`src/rtl/core/psc_error_stage.sv`:
```
module psc_error_stage #(
    parameter int SPEED_WIDTH    = 16,
    parameter int INTEGRAL_WIDTH = 32
) (
    input  logic                             clk,
    input  logic                             rst_n,
    input  logic                             in_valid,
    output logic                             in_ready,
    input  logic signed [SPEED_WIDTH-1:0]    goal_speed,
    input  logic signed [SPEED_WIDTH-1:0]    measured_speed,
    output logic                             out_valid,
    input  logic                             out_ready,
    output logic signed [SPEED_WIDTH:0]      error,
    output logic signed [SPEED_WIDTH:0]      delta,
    output logic signed [INTEGRAL_WIDTH-1:0] integral
);

    localparam int EW = ((INTEGRAL_WIDTH > SPEED_WIDTH + 1) ?
                         INTEGRAL_WIDTH : SPEED_WIDTH + 1) + 1;

    logic                             valid_reg;
    logic signed [SPEED_WIDTH:0]      error_reg;
    logic signed [SPEED_WIDTH:0]      delta_reg;
    logic signed [INTEGRAL_WIDTH-1:0] integral_out_reg;
    logic signed [INTEGRAL_WIDTH-1:0] error_integral_reg;
    logic signed [SPEED_WIDTH-1:0]    last_measured_reg;

    logic                             accept;
    logic signed [SPEED_WIDTH:0]      error_next;
    logic signed [SPEED_WIDTH:0]      delta_next;
    logic [EW-1:0]                    integral_wide;
    logic [EW-INTEGRAL_WIDTH:0]       integral_top;
    logic signed [INTEGRAL_WIDTH-1:0] integral_next;

    assign in_ready = !valid_reg || out_ready;
    assign accept   = in_valid && in_ready;

    assign error_next = {goal_speed[SPEED_WIDTH-1], goal_speed}
                      - {measured_speed[SPEED_WIDTH-1], measured_speed};
    assign delta_next = {measured_speed[SPEED_WIDTH-1], measured_speed}
                      - {last_measured_reg[SPEED_WIDTH-1], last_measured_reg};

    assign integral_wide =
        {{(EW-INTEGRAL_WIDTH){error_integral_reg[INTEGRAL_WIDTH-1]}}, error_integral_reg}
      + {{(EW-SPEED_WIDTH-1){error_next[SPEED_WIDTH]}}, error_next};
    assign integral_top = integral_wide[EW-1:INTEGRAL_WIDTH-1];

    // saturate at the signed integral range
    always_comb
    begin
        if ((&integral_top) || !(|integral_top))
        begin
            integral_next = integral_wide[INTEGRAL_WIDTH-1:0];
        end
        else if (integral_wide[EW-1])
        begin
            integral_next = {1'b1, {(INTEGRAL_WIDTH-1){1'b0}}};
        end
        else
        begin
            integral_next = {1'b0, {(INTEGRAL_WIDTH-1){1'b1}}};
        end
    end

    always_ff @(posedge clk or negedge rst_n)
    begin
        if (!rst_n)
        begin
            valid_reg          <= 1'b0;
            error_integral_reg <= '0;
            last_measured_reg  <= '0;
        end
        else
        begin
            if (in_ready)
            begin
                valid_reg <= in_valid;
            end
            if (accept)
            begin
                error_integral_reg <= integral_next;
                last_measured_reg  <= measured_speed;
            end
        end
    end

    always_ff @(posedge clk)
    begin
        if (accept)
        begin
            error_reg        <= error_next;
            delta_reg        <= delta_next;
            integral_out_reg <= integral_next;
        end
    end

    assign out_valid = valid_reg;
    assign error     = error_reg;
    assign delta     = delta_reg;
    assign integral  = integral_out_reg;

endmodule

```
`config.mk`:
```
export PLATFORM = sky130hd
export DESIGN_NAME = psc_error_stage
export DESIGN_NICKNAME = d
export VERILOG_FILES = /design/src/rtl/core/psc_error_stage.sv
export SDC_FILE = /design/constraint.sdc
export NUM_CORES = 1
export LEC_CHECK = 0
export BUFFER_PORTS_ARGS = -buffer_cell sky130_fd_sc_hd__buf_2
export CORE_MARGIN = 2
export CORE_UTILIZATION = 58
export DETAILED_ROUTE_END_ITERATION = 12
export GPL_TIMING_DRIVEN = 1
export PLACE_DENSITY = 0.77
export SYNTH_ARGS = -nofsm -noshare
export SYNTH_HDL_FRONTEND = slang
export SYNTH_SLANG_ARGS = --single-unit
```
`constraint.sdc`:
```
create_clock -name clk -period 4 [get_ports clk]
set_input_delay 0.2 -clock clk [delete_from_list [all_inputs] [get_ports clk]]
set_output_delay 0.2 -clock clk [all_outputs]
set_load 0.1 [all_outputs]
```
=== Word level (Yosys, flattened, before mapping) ===
Cells that the tools add are included.

* Logic and storage cells: 18
* Output and inout bits: 68
* Input port bits: 36
* Flip-flop bits (word level): 115

* Add/sub/neg operators: 3
* Mux-type cells: 2
* Reduce and logical (&&, ||, !) cells: 7

{| class="wikitable"
|+ Operator list
! cell !! count
|-
| 32-bit two-way mux || 2
|-
| 16-bit by 16-bit subtractor with 17-bit output || 2
|-
| 32-bit by 17-bit adder with 33-bit output || 1
|-
| 1-bit logical NOT || 2
|-
| 1-bit logical OR || 2
|-
| 2-bit AND reduction || 1
|-
| 2-bit OR reduction || 1
|-
| 1-bit logical AND || 1
|}

=== Longest topological paths before layout ===
* Depth in word-level cells: 6
* Mapped depth: 25
* Depth with buffers taken out: 22

=== Least setup slack after synthesis ===
Ideal clock, no wire load.

* Path type: input to register
* Start point: in goal_speed[0]
* End point: reg integral_out_reg[10], in the netlist integral[10] (data pin)
* Arrival: 4971 ps
* Stages: 24
* Setup slack: -1229 ps
* Path buffers: 3
* Data required time: 3742 ps
* Library setup time: 258 ps
* Cells stage by stage: inv_1 ha_1 fa_1 nor2b_1 o21ai_0 a21boi_0 o21ai_0 a21oi_1 a41oi_1 a2111oi_0 o21ai_0 a31o_2 ha_1 clkbuf_1 a211oi_1 o21a_1 o21a_1 a31oi_1 o22a_1 or2_2 a31oi_4 buf_4 buf_2 nand2_1

* Longest elaborated chain between the ends: 6
* Elaborated cells on any way between the ends: 8
* Classes of those cells: 2 x add/sub; 2 x mux; 4 x reduce/logical

{| class="wikitable"
|+ Ends and longest elaborated chain
! element !! line !! source
|-
| start: declaration || 9 || <nowiki>input logic signed [SPEED_WIDTH-1:0] goal_speed,</nowiki>
|-
| 16-bit by 16-bit subtractor with 17-bit output * || 39 || <nowiki>- {measured_speed[SPEED_WIDTH-1], measured_speed};</nowiki>
|-
| via error_next[16] || 29 || <nowiki>logic signed [SPEED_WIDTH:0] error_next;</nowiki>
|-
| 32-bit by 17-bit adder with 33-bit output * || 45 || <nowiki>+ {{(EW-SPEED_WIDTH-1){error_next[SPEED_WIDTH]}}, error_next};</nowiki>
|-
| 2-bit OR reduction || 51 || <nowiki>if ((&integral_top) || !(|integral_top))</nowiki>
|-
| 1-bit logical NOT || 51 ||
|-
| 1-bit logical OR || 51 ||
|-
| 32-bit two-way mux * || 51 ||
|-
| via integral_next[10] || 33 || <nowiki>logic signed [INTEGRAL_WIDTH-1:0] integral_next;</nowiki>
|-
| end signal: assignment || 93 || <nowiki>integral_out_reg <= integral_next;</nowiki>
|-
| end: declaration || 24 || <nowiki>logic signed [INTEGRAL_WIDTH-1:0] integral_out_reg;</nowiki>
|}

Mark *: on every way through the listed nets, which the timed path passes. The rest lies on a longest branch.
A chain may end at the register's enable or synchronous reset.

=== Final worst setup path ===
* Start point: in goal_speed[0]
* End point: reg integral_out_reg[14], in the netlist integral[14] (data pin)

Same word-level chain as after synthesis.

==> impl_metrics.ini <==
[route]
wl_um = 30100
initialDrtViolationCount = 974
viasPerCell = 6.60
postRouteAntennaNets = 0
drt_pass1_iterations = 12
via_count = 8203
drc = 2
wl_per_cell_um = 24.2

[floorplan]
dieArea_um2 = 13600
fp.dieH_um = 117
coreArea_um2 = 12500
pin_count = 104
start_util_pct = 58.7
row_count = 41
die_w_um = 117

[logic_synthesis]
yosysTopAreaCellShare_pct = 27.0
synth-edff-count = 66
syn_nets = 852
ys.flop_type = edfxtp_1
synth.most_common_cell = nand2_1
synthCells = 749
yosysTopAreaCell = edfxtp_1
synth_area_leaders = edfxtp_1 (27%), dfrtp_1 (17%), ha_1 (11%)
netlist_area_um2 = 7350
synth_commonest_cells = nand2_1 (83), edfxtp_1 (66), ha_1 (64)
yosys_warnings = 0
ys_types = 63
synthArstFlopShare_pct = 42.6
synth_seq_area_share_pct = 43.7
synth_seq_cells = 115
syn_avg_cell_area_um2 = 9.81

[placed_design]
io_buffers = 103
place_ws_ns = -1.21
gp_congestion = 0.911
dp_hpwl_um = 15000

[layout]
multi_input_area_um2 = 4630
seq_area_um2 = 3210
fillers = 549
layout.nets = 1160
syn2layout_area_growth_pct = 51.0
drive_gt1_share_pct = 44.9

[run_status]
violations = DRC, setup timing
status = finished with violations

[clocking]
htreeDepth = 4
root_buffer = clkbuf_16
clkLatencyLatePin_ns = 0.43
clock-sinks = 115
ctsLongestPathBuffers = 2
cts_made_buffers = 17
clkTransAtPathRegs_ns = 0.06
cts_tree = built

[worst_setup_path]
crit_family = compound AO/OA/AOI/OAI gates
slowest_delay_ns = 0.43
path_buf_inv = 6
crit_type = input port to flip-flop
cpMaxStageDelayCell = a2111oi_4
cp.arrival_ns = 4.94
cp_data_required_time_ns = 4.17
regToRegSetupSlack_ns = 0.36
cp_max_fo = 6
critPathCaptureType = flip-flop
cp-start-kind = input port

[worst_hold_path]
hp-class = input port to flip-flop

[global_route]
grt_pass1_vias = 7579
gr-total-overflow = 0
track_usage_pct = 37.1
grt_max_degree = 89
antenna_found_initial = 0
grt_pass1_wl_um = 38300

[sta]
fmax_ghz = 0.210
drv_slew = 0
fin_crit_ns = 4.76
slew_headroom_pct = 29.3
fin_tns_setup_ns = -43.93
period_share_pct = 119
setup_viol = 64
rsz0062_at_grt = true
skew_ns = 0.0147
whs_ns = 0.0305
layout_setup_ws_ns = -0.764
final_hold_viol_count = 0
worst_pin_slew_ns = 1.06

[run]
maxCapViolCount = 0
## cell type report
cell class / instances / area share (%)
Multi-Input combinational cell: 556 / 41.7
Sequential cell: 115 / 28.9
Timing Repair Buffer: 306 / 19.9
Clock buffer: 27 / 4.62
Inverter: 61 / 2.18
Tap cell: 172 / 1.94
Clock inverter: 5 / 0.665
Antenna cell: 1 / 0.0226
## final timing paths
path / start / end / cells after the start
worst min register to register: error_integral_reg[7]$_DFFE_PN0P_ / error_integral_reg[7]$_DFFE_PN0P_ / 2
min in group asynchronous: rst_n / error_integral_reg[15]$_DFFE_PN0P_ / 2
worst max-delay path: goal_speed[0] / integral[14]$_DFFE_PP_ / 25
max in group asynchronous: rst_n / error_integral_reg[8]$_DFFE_PN0P_ / 3
worst min-delay path: measured_speed[15] / last_measured_reg[15]$_DFFE_PN0P_ / 3
worst max register to register: error_integral_reg[0]$_DFFE_PN0P_ / integral[14]$_DFFE_PP_ / 13
## tightest hold or removal path, delay by kind of cell
kind / cells / cell delay (ns)
buffers and inverters: 1 / 0.11
AO/OA/AOI/OAI: 1 / 0.06
AND/OR/NAND/NOR: 1 / 0.05
## stage by stage
step           area [um2]  utilization, %  instances
2_1_floorplan        7520               -        749
3_3_place_gp         9380            74.9       1171
3_5_place_dp         9380            74.9       1171
4_1_cts             10800            86.5       1230
5_1_grt             11100            88.6       1242
6_report            11100            88.6       1243
## kinds of logic after synthesis
group           count (synthesis)  synth area share [%]
compound gates                217                  19.9
simple gates                  213                  13.1
flops                         115                  43.7
buf+inv                        80                  4.53
fa+ha+maj                      67                  11.7
xor+xnor                       48                  5.72
mux                             9                  1.35
## routing by layer
layer | part of all wire, % | vias to the layer above | GRT usage [%]
met5 | 0 | - | 0
met4 | 8.0 | 0 | 21.8
met3 | 10 | 246 | 6.90
met2 | 48 | 750 | 65.8
met1 | 34 | 3870 | 41.8
li1 | - | 3337 | -
## what timing repair did
action / CTS / global route
setup endpoints to repair: 64 / 64
gates cloned: 4 / 1
setup buffers: 26 / 11
pin swaps: 72 / 7
hold buffers: 2 / 0
gates resized for setup: 126 / 40
hold endpoints to repair: 13 / 0
## layout by cell type (no fill, tap or decap), drive strengths merged, types with 4 or more instances in the layout
cell type  instances
buf              303
nand2             83
edfxtp            66
a21oi             65
ha                64
inv               61
nor2              54
o21ai             52
dfrtp             49
xnor2             37
clkbuf            28
a21o              17
nand2b            16
nor3              14
nand3             13
a31oi             13
xor2              11
o21a               9
a211oi             9
o21bai             8
nor2b              7
mux2               7
a21boi             7
a2111oi            5
o31ai              5
nand4              4
or2                4
and3               4
nor4               4
Power is left out: the tool's default activity adds up to more than one toggle a clock period on the data nets, which glitch-free logic cannot reach.
