===== src/rtl/core/psc_pkg.sv =====
package psc_pkg;

    // gain registers are signed q12.12 words
    localparam int GAIN_WIDTH = 24;

    // clamped drive command
    localparam int DRIVE_WIDTH = 9;
    localparam int DRIVE_LIMIT = 255;

    // result word: drive_value, clamped, zero fill to a whole byte count
    localparam int OUT_TDATA_WIDTH = ((DRIVE_WIDTH + 1 + 7) / 8) * 8;

    // configuration register map
    localparam int CFG_INDEX_WIDTH = 2;
    localparam logic [CFG_INDEX_WIDTH-1:0] REG_KP_GAIN       = 2'd0;
    localparam logic [CFG_INDEX_WIDTH-1:0] REG_KI_PER_SAMPLE = 2'd1;
    localparam logic [CFG_INDEX_WIDTH-1:0] REG_KD_PER_SAMPLE = 2'd2;

    // register reset values
    localparam logic signed [GAIN_WIDTH-1:0] KP_GAIN_RESET       = 24'sd4096;
    localparam logic signed [GAIN_WIDTH-1:0] KI_PER_SAMPLE_RESET = 24'sd8;
    localparam logic signed [GAIN_WIDTH-1:0] KD_PER_SAMPLE_RESET = 24'sd2048000;

endpackage


===== src/rtl/core/psc_mult_stage.sv =====
module psc_mult_stage #(
    parameter int SPEED_WIDTH    = 16,
    parameter int INTEGRAL_WIDTH = 32
) (
    input  logic                                                  clk,
    input  logic                                                  rst_n,
    input  logic                                                  in_valid,
    output logic                                                  in_ready,
    input  logic signed [SPEED_WIDTH:0]                           error,
    input  logic signed [SPEED_WIDTH:0]                           delta,
    input  logic signed [INTEGRAL_WIDTH-1:0]                      integral,
    input  logic signed [psc_pkg::GAIN_WIDTH-1:0]                 kp_gain,
    input  logic signed [psc_pkg::GAIN_WIDTH-1:0]                 ki_per_sample,
    input  logic signed [psc_pkg::GAIN_WIDTH-1:0]                 kd_per_sample,
    output logic                                                  out_valid,
    input  logic                                                  out_ready,
    output logic signed [psc_pkg::GAIN_WIDTH+SPEED_WIDTH:0]       p_term,
    output logic signed [psc_pkg::GAIN_WIDTH+INTEGRAL_WIDTH-1:0]  i_term,
    output logic signed [psc_pkg::GAIN_WIDTH+SPEED_WIDTH:0]       d_term
);

    localparam int PW = psc_pkg::GAIN_WIDTH + SPEED_WIDTH + 1;
    localparam int IW = psc_pkg::GAIN_WIDTH + INTEGRAL_WIDTH;

    logic                 valid_reg;
    logic signed [PW-1:0] p_term_reg;
    logic signed [IW-1:0] i_term_reg;
    logic signed [PW-1:0] d_term_reg;

    logic                 advance;
    logic signed [PW-1:0] p_term_next;
    logic signed [IW-1:0] i_term_next;
    logic signed [PW-1:0] d_term_next;

    assign in_ready = !valid_reg || out_ready;
    assign advance  = in_valid && in_ready;

    assign p_term_next = kp_gain * error;
    assign i_term_next = ki_per_sample * integral;
    assign d_term_next = kd_per_sample * delta;

    always_ff @(posedge clk or negedge rst_n)
    begin
        if (!rst_n)
        begin
            valid_reg <= 1'b0;
        end
        else if (in_ready)
        begin
            valid_reg <= in_valid;
        end
    end

    always_ff @(posedge clk)
    begin
        if (advance)
        begin
            p_term_reg <= p_term_next;
            i_term_reg <= i_term_next;
            d_term_reg <= d_term_next;
        end
    end

    assign out_valid = valid_reg;
    assign p_term    = p_term_reg;
    assign i_term    = i_term_reg;
    assign d_term    = d_term_reg;

endmodule


===== config.mk =====
export PLATFORM = sky130hd
export DESIGN_NAME = psc_mult_stage
export DESIGN_NICKNAME = d
export VERILOG_FILES = /design/src/rtl/core/psc_pkg.sv /design/src/rtl/core/psc_mult_stage.sv
export SDC_FILE = /design/constraint.sdc
export NUM_CORES = 2
export LEC_CHECK = 0
export BUFFER_PORTS_ARGS = -buffer_cell sky130_fd_sc_hd__buf_2
export CORE_ASPECT_RATIO = 1.75
export CORE_MARGIN = 2
export CORE_UTILIZATION = 65
export DETAILED_ROUTE_END_ITERATION = 10
export PLACE_DENSITY = 0.95
export SYNTH_ARGS = -nofsm -noshare
export SYNTH_HDL_FRONTEND = slang
export SYNTH_SLANG_ARGS = --single-unit
export TNS_END_PERCENT = 10

===== constraint.sdc =====
create_clock -name clk -period 5.5 [get_ports clk]
set_clock_uncertainty 0.1 [all_clocks]
set_input_delay 1.375 -clock clk [delete_from_list [all_inputs] [get_ports clk]]
set_output_delay 1.375 -clock clk [all_outputs]
set_load 0.005 [all_outputs]

==> impl_metrics.py, run 1 <==
metrics = {
    "status": {
        "outcome": "did not finish",
        "stop_stage": "global routing (5_1_grt)",
        "run.stop_error": "[ERROR GRT-0116] Global routing finished with congestion. Check the congestion regions in the DRC Viewer.",
    },
    "placed_design": {
        "dp_hpwl_um": 180000,
        "dpl-instance-area_mm2": 0.0688,
        "place_congestion": 1.02,
        "io_buffer_count": 281,
    },
    "synthesis": {
        "synth_seq_area_share": 0.0699,
        "synthArstFlopShare": 0.00719,
        "netlist_instances": 6200,
        "synth_most_common_cell": "fa_1",
        "synth_edf_count": 138,
        "netlist_area_mm2": 0.0596,
        "synth.top_cells.by_count": "fa_1, inv_1, nand2_1",
        "ys_top_cells_by_area": "fa_1, inv_1, ha_1",
        "syn-num-nets": 8275,
        "synth_top_area_frac": 0.532,
        "postSynthAreaPerCell_um2": 9.62,
        "ys_types": 75,
        "yosys.area.top_type": "fa_1",
        "synthFlopType": "edfxtp_1",
        "yosys_warnings": 0,
        "ys_ff_latch": 139,
    },
    "die": {
        "die_w_um": 233,
        "fp.dieH_um": 405,
        "ios": 282,
        "start_util": 0.653,
        "std_cell_rows": 147,
    },
    "global_routing": {
        "grt_usage": 0.794,
        "grt_max_degree": 71,
        "grt_pass1_wl_um": 544000,
        "grt_pass1_vias": 77700,
        "grt-ovfl-total": 2842,
    },
    "clocking": {
        "ctsRootBufferMaster": "clkbuf_16",
        "htree_levels": 4,
        "cts_made_buffers": 17,
        "ctsLongestPathBuffers": 2,
        "ctsHoldBuffers": 0,
        "clock_sinks": 139,
    },
}
per-layer routing:
layer,global-route usage,overflow
met5,0.436,5
met4,0.845,793
met3,0.662,62
met2,0.966,1895
met1,0.734,87
cell families after synthesis:
group / count (synthesis) / share of synthesized area
AND/OR/NAND/NOR: 1782 / 0.147
AO/OA/AOI/OAI: 353 / 0.0399
adder cells (fa/ha/maj): 1933 / 0.605
XOR/XNOR: 151 / 0.0222
buffers and inverters: 1842 / 0.116
flip-flops: 139 / 0.0699
through the flow:
step / setup slack, ns / cells
CTS: -2.02 / 8371
detailed placement: -3.17 / 8262
global placement: -2.79 / 8262
floorplan: -2.01 / 6200
repair_timing:
| item | in CTS |
|---|---|
| pin swaps | 253 |
| gates cloned | 8 |
| endpoints found under the setup margin | 110 |
| gates resized for setup | 599 |
| buffers inserted | 72 |
==> run 2: changes to the inputs <==
CORE_ASPECT_RATIO = default   (was 1.75)
CORE_UTILIZATION = 40   (was 65)
PLACE_DENSITY = default   (was 0.95)
PLACE_DENSITY_LB_ADDON = 0.15   (was default)
==> run 2 against run 1 <==
Effect of this change: the flow now finishes, with violations (negative setup slack); synthesized cell count is the same; synthesized area did not move.
==> impl_metrics.py, run 2 <==
metrics = {
    "layout": {
        "largest_reg_flops": 56,
        "drive_gt1_frac": 0.224,
        "stdcell_area_mm2": 0.0735,
        "multi_input_area_mm2": 0.0507,
        "regArea_mm2": 0.00417,
        "final_cell_mix": "inv_1, fa_1, nand2_1, buf_4, and2_1",
        "area_delta_synth_final_pct": 23.1,
        "final_nets": 9221,
        "fin_cells": 9094,
        "fin_util": 0.497,
        "n_fill_cell": 14000,
        "final_common_cell": "inv_1",
    },
    "synthesis": {
        "ys_types": 75,
        "ys_ff_latch": 139,
        "synth_most_common_cell": "fa_1",
        "synthMuxAreaShare": 0,
        "postSynthAreaPerCell_um2": 9.62,
        "synth_top_family_by_area": "adder cells",
        "netlist_instances": 6200,
        "synthArstFlopShare": 0.00719,
        "yosys.area.top_type": "fa_1",
        "synth.top_cells.by_count": "fa_1, inv_1, nand2_1",
        "synthAdderAreaFrac": 0.605,
        "netlist_area_mm2": 0.0596,
        "synth_compound_area_frac": 0.0399,
        "synth_xor_area_frac": 0.0222,
        "yosys_warnings": 0,
        "synth_edf_count": 138,
        "ys_top_cells_by_area": "fa_1, inv_1, ha_1",
        "synthFlopType": "edfxtp_1",
        "synth_top_area_frac": 0.532,
        "syn-num-nets": 8275,
        "yosys.area_share.simple": 0.147,
        "synth_seq_area_share": 0.0699,
    },
    "routing": {
        "drt_iter0_drc": 2090,
        "via_count": 43500,
        "drc": 0,
        "dr.pass1.iters": 8,
        "wl_um": 168000,
        "viasPerCell": 4.79,
        "wl_per_cell_um": 18.5,
        "detail-route-antenna-nets": 0,
    },
    "worst_setup_path": {
        "crit_type": "in2reg",
        "reg2regPathDepth": 3,
        "cp_max_fo": 16,
        "endpoint_kind": "register",
        "required_ns": 5.69,
        "arrival_ns": 7.66,
        "critPathMostFrequentCell": "fa_1",
        "critPathMaxStageDelay_ns": 0.57,
        "start_kind": "primary input",
        "cp_slowest_cell": "fa_2",
    },
    "status": {
        "violations": "negative setup slack",
        "outcome": "finished, violations left",
    },
    "global_routing": {
        "grt_pass1_wl_um": 272000,
        "grt_pass1_vias": 48700,
        "grt_max_degree": 72,
        "grt-ovfl-total": 0,
        "antenna_found_initial": 11,
        "grt_usage": 0.231,
    },
    "die": {
        "die_w_um": 390,
        "std_cell_rows": 141,
        "dieArea_mm2": 0.152,
        "ios": 282,
        "start_util": 0.403,
        "core_mm2": 0.148,
        "fp.dieH_um": 390,
    },
    "placed_design": {
        "dp.cells": 9015,
        "place_congestion": 0.896,
        "dp_hpwl_um": 146000,
        "dpl-instance-area_mm2": 0.0698,
        "io_buffer_count": 281,
    },
    "timing": {
        "rsz0062_at_grt": "yes",
        "post-route-period-util": 1.36,
        "report.final.slew_viol_count": 0,
        "fin_crit_ns": 7.47,
        "hold_violations": 0,
        "fin_ws_ns": -1.97,
        "tightest_slew_ns": 0.647,
        "max_freq_mhz": 134,
        "setup_viol": 107,
        "maxSlewHeadroom": 0.568,
    },
    "clocking": {
        "clock_sinks": 139,
        "clk_pin_slew_ns": 0.08,
        "ctsHoldBuffers": 0,
        "tritoncts": "yes",
        "htree_levels": 4,
        "ctsRootBufferMaster": "clkbuf_16",
        "clk_latency_ns": 0.53,
        "cts_made_buffers": 17,
        "ctsLongestPathBuffers": 2,
    },
    "min_path": {
        "hold_depth": 2,
        "hold_class": "reg2reg",
    },
    "flow_run": {
        "maxCapViolations": 0,
    },
}
[run 2: cell counts after synthesis]
No cell type changed its count.
[run 2: final timing paths]
kind | startpoint | end | slack (ns)
worst min-delay path | out_valid | out_valid | 0.44
worst min register to register | out_valid | out_valid | 0.44
min in group asynchronous | rst_n | out_valid | 0.50
worst max-delay path | ki_per_sample[8] | i_term[52] | -1.97
max in group asynchronous | rst_n | out_valid | 4.72
worst max register to register | out_valid | i_term[39] | 3.36
[run 2: metrics by stage]
stage | setup WS [ns] | hold WS, ns | TNS [ns]
global placement | -2.85 | 0.411 | -227.72
CTS | -1.97 | 0.430 | -119.55
floorplan | -2.01 | 0.437 | -136.42
finish | -1.97 | 0.445 | -123.33
global route | -2.10 | 0.460 | -140.47
detailed placement | -2.81 | 0.424 | -228.06
[run 2: cells by family (layout without fill, tap and decap cells)]
family,Yosys count,in the layout
fa+ha+maj,1933,1933
buf+inv,1842,2801
simple gates,1782,1782
compound gates,353,353
xor+xnor,151,151
flops,139,139
other cells,0,5
[run 2: critical path, delay by kind of cell]
family | cells | cell delay, ns
compound gates | 7 | 1.20
xor+xnor | 1 | 0.11
simple gates | 3 | 0.42
buf+inv | 8 | 0.76
fa+ha+maj | 8 | 3.74
[run 2: area by class of cell]
type,instances,share of cell area
sequential,139,0.0568
multi-input combinational,4219,0.691
clock inverter,15,0.00269
inverter,1584,0.0811
clock buffer,17,0.00579
tap,1930,0.0329
antenna,5,0.000170
timing repair buffer,1185,0.130
[run 2: layer usage]
metal / share of wire / vias to the layer above / global-route usage
met5: 0.00025 / - / 0
met4: 0.022 / 6 / 0.0499
met3: 0.040 / 149 / 0.0267
met2: 0.49 / 791 / 0.383
met1: 0.45 / 22800 / 0.328
li1: - / 19800 / -
[run 2: repair_timing]
action,CTS,global route
pin swaps,176,116
setup endpoints to repair,109,109
gates cloned,1,6
hold endpoints to repair,0,0
setup buffers,27,15
resized for setup,439,181
Power of run 2 is left out: the tool's default activity adds up to more than one toggle a clock period on the data nets, which glitch-free logic cannot reach.
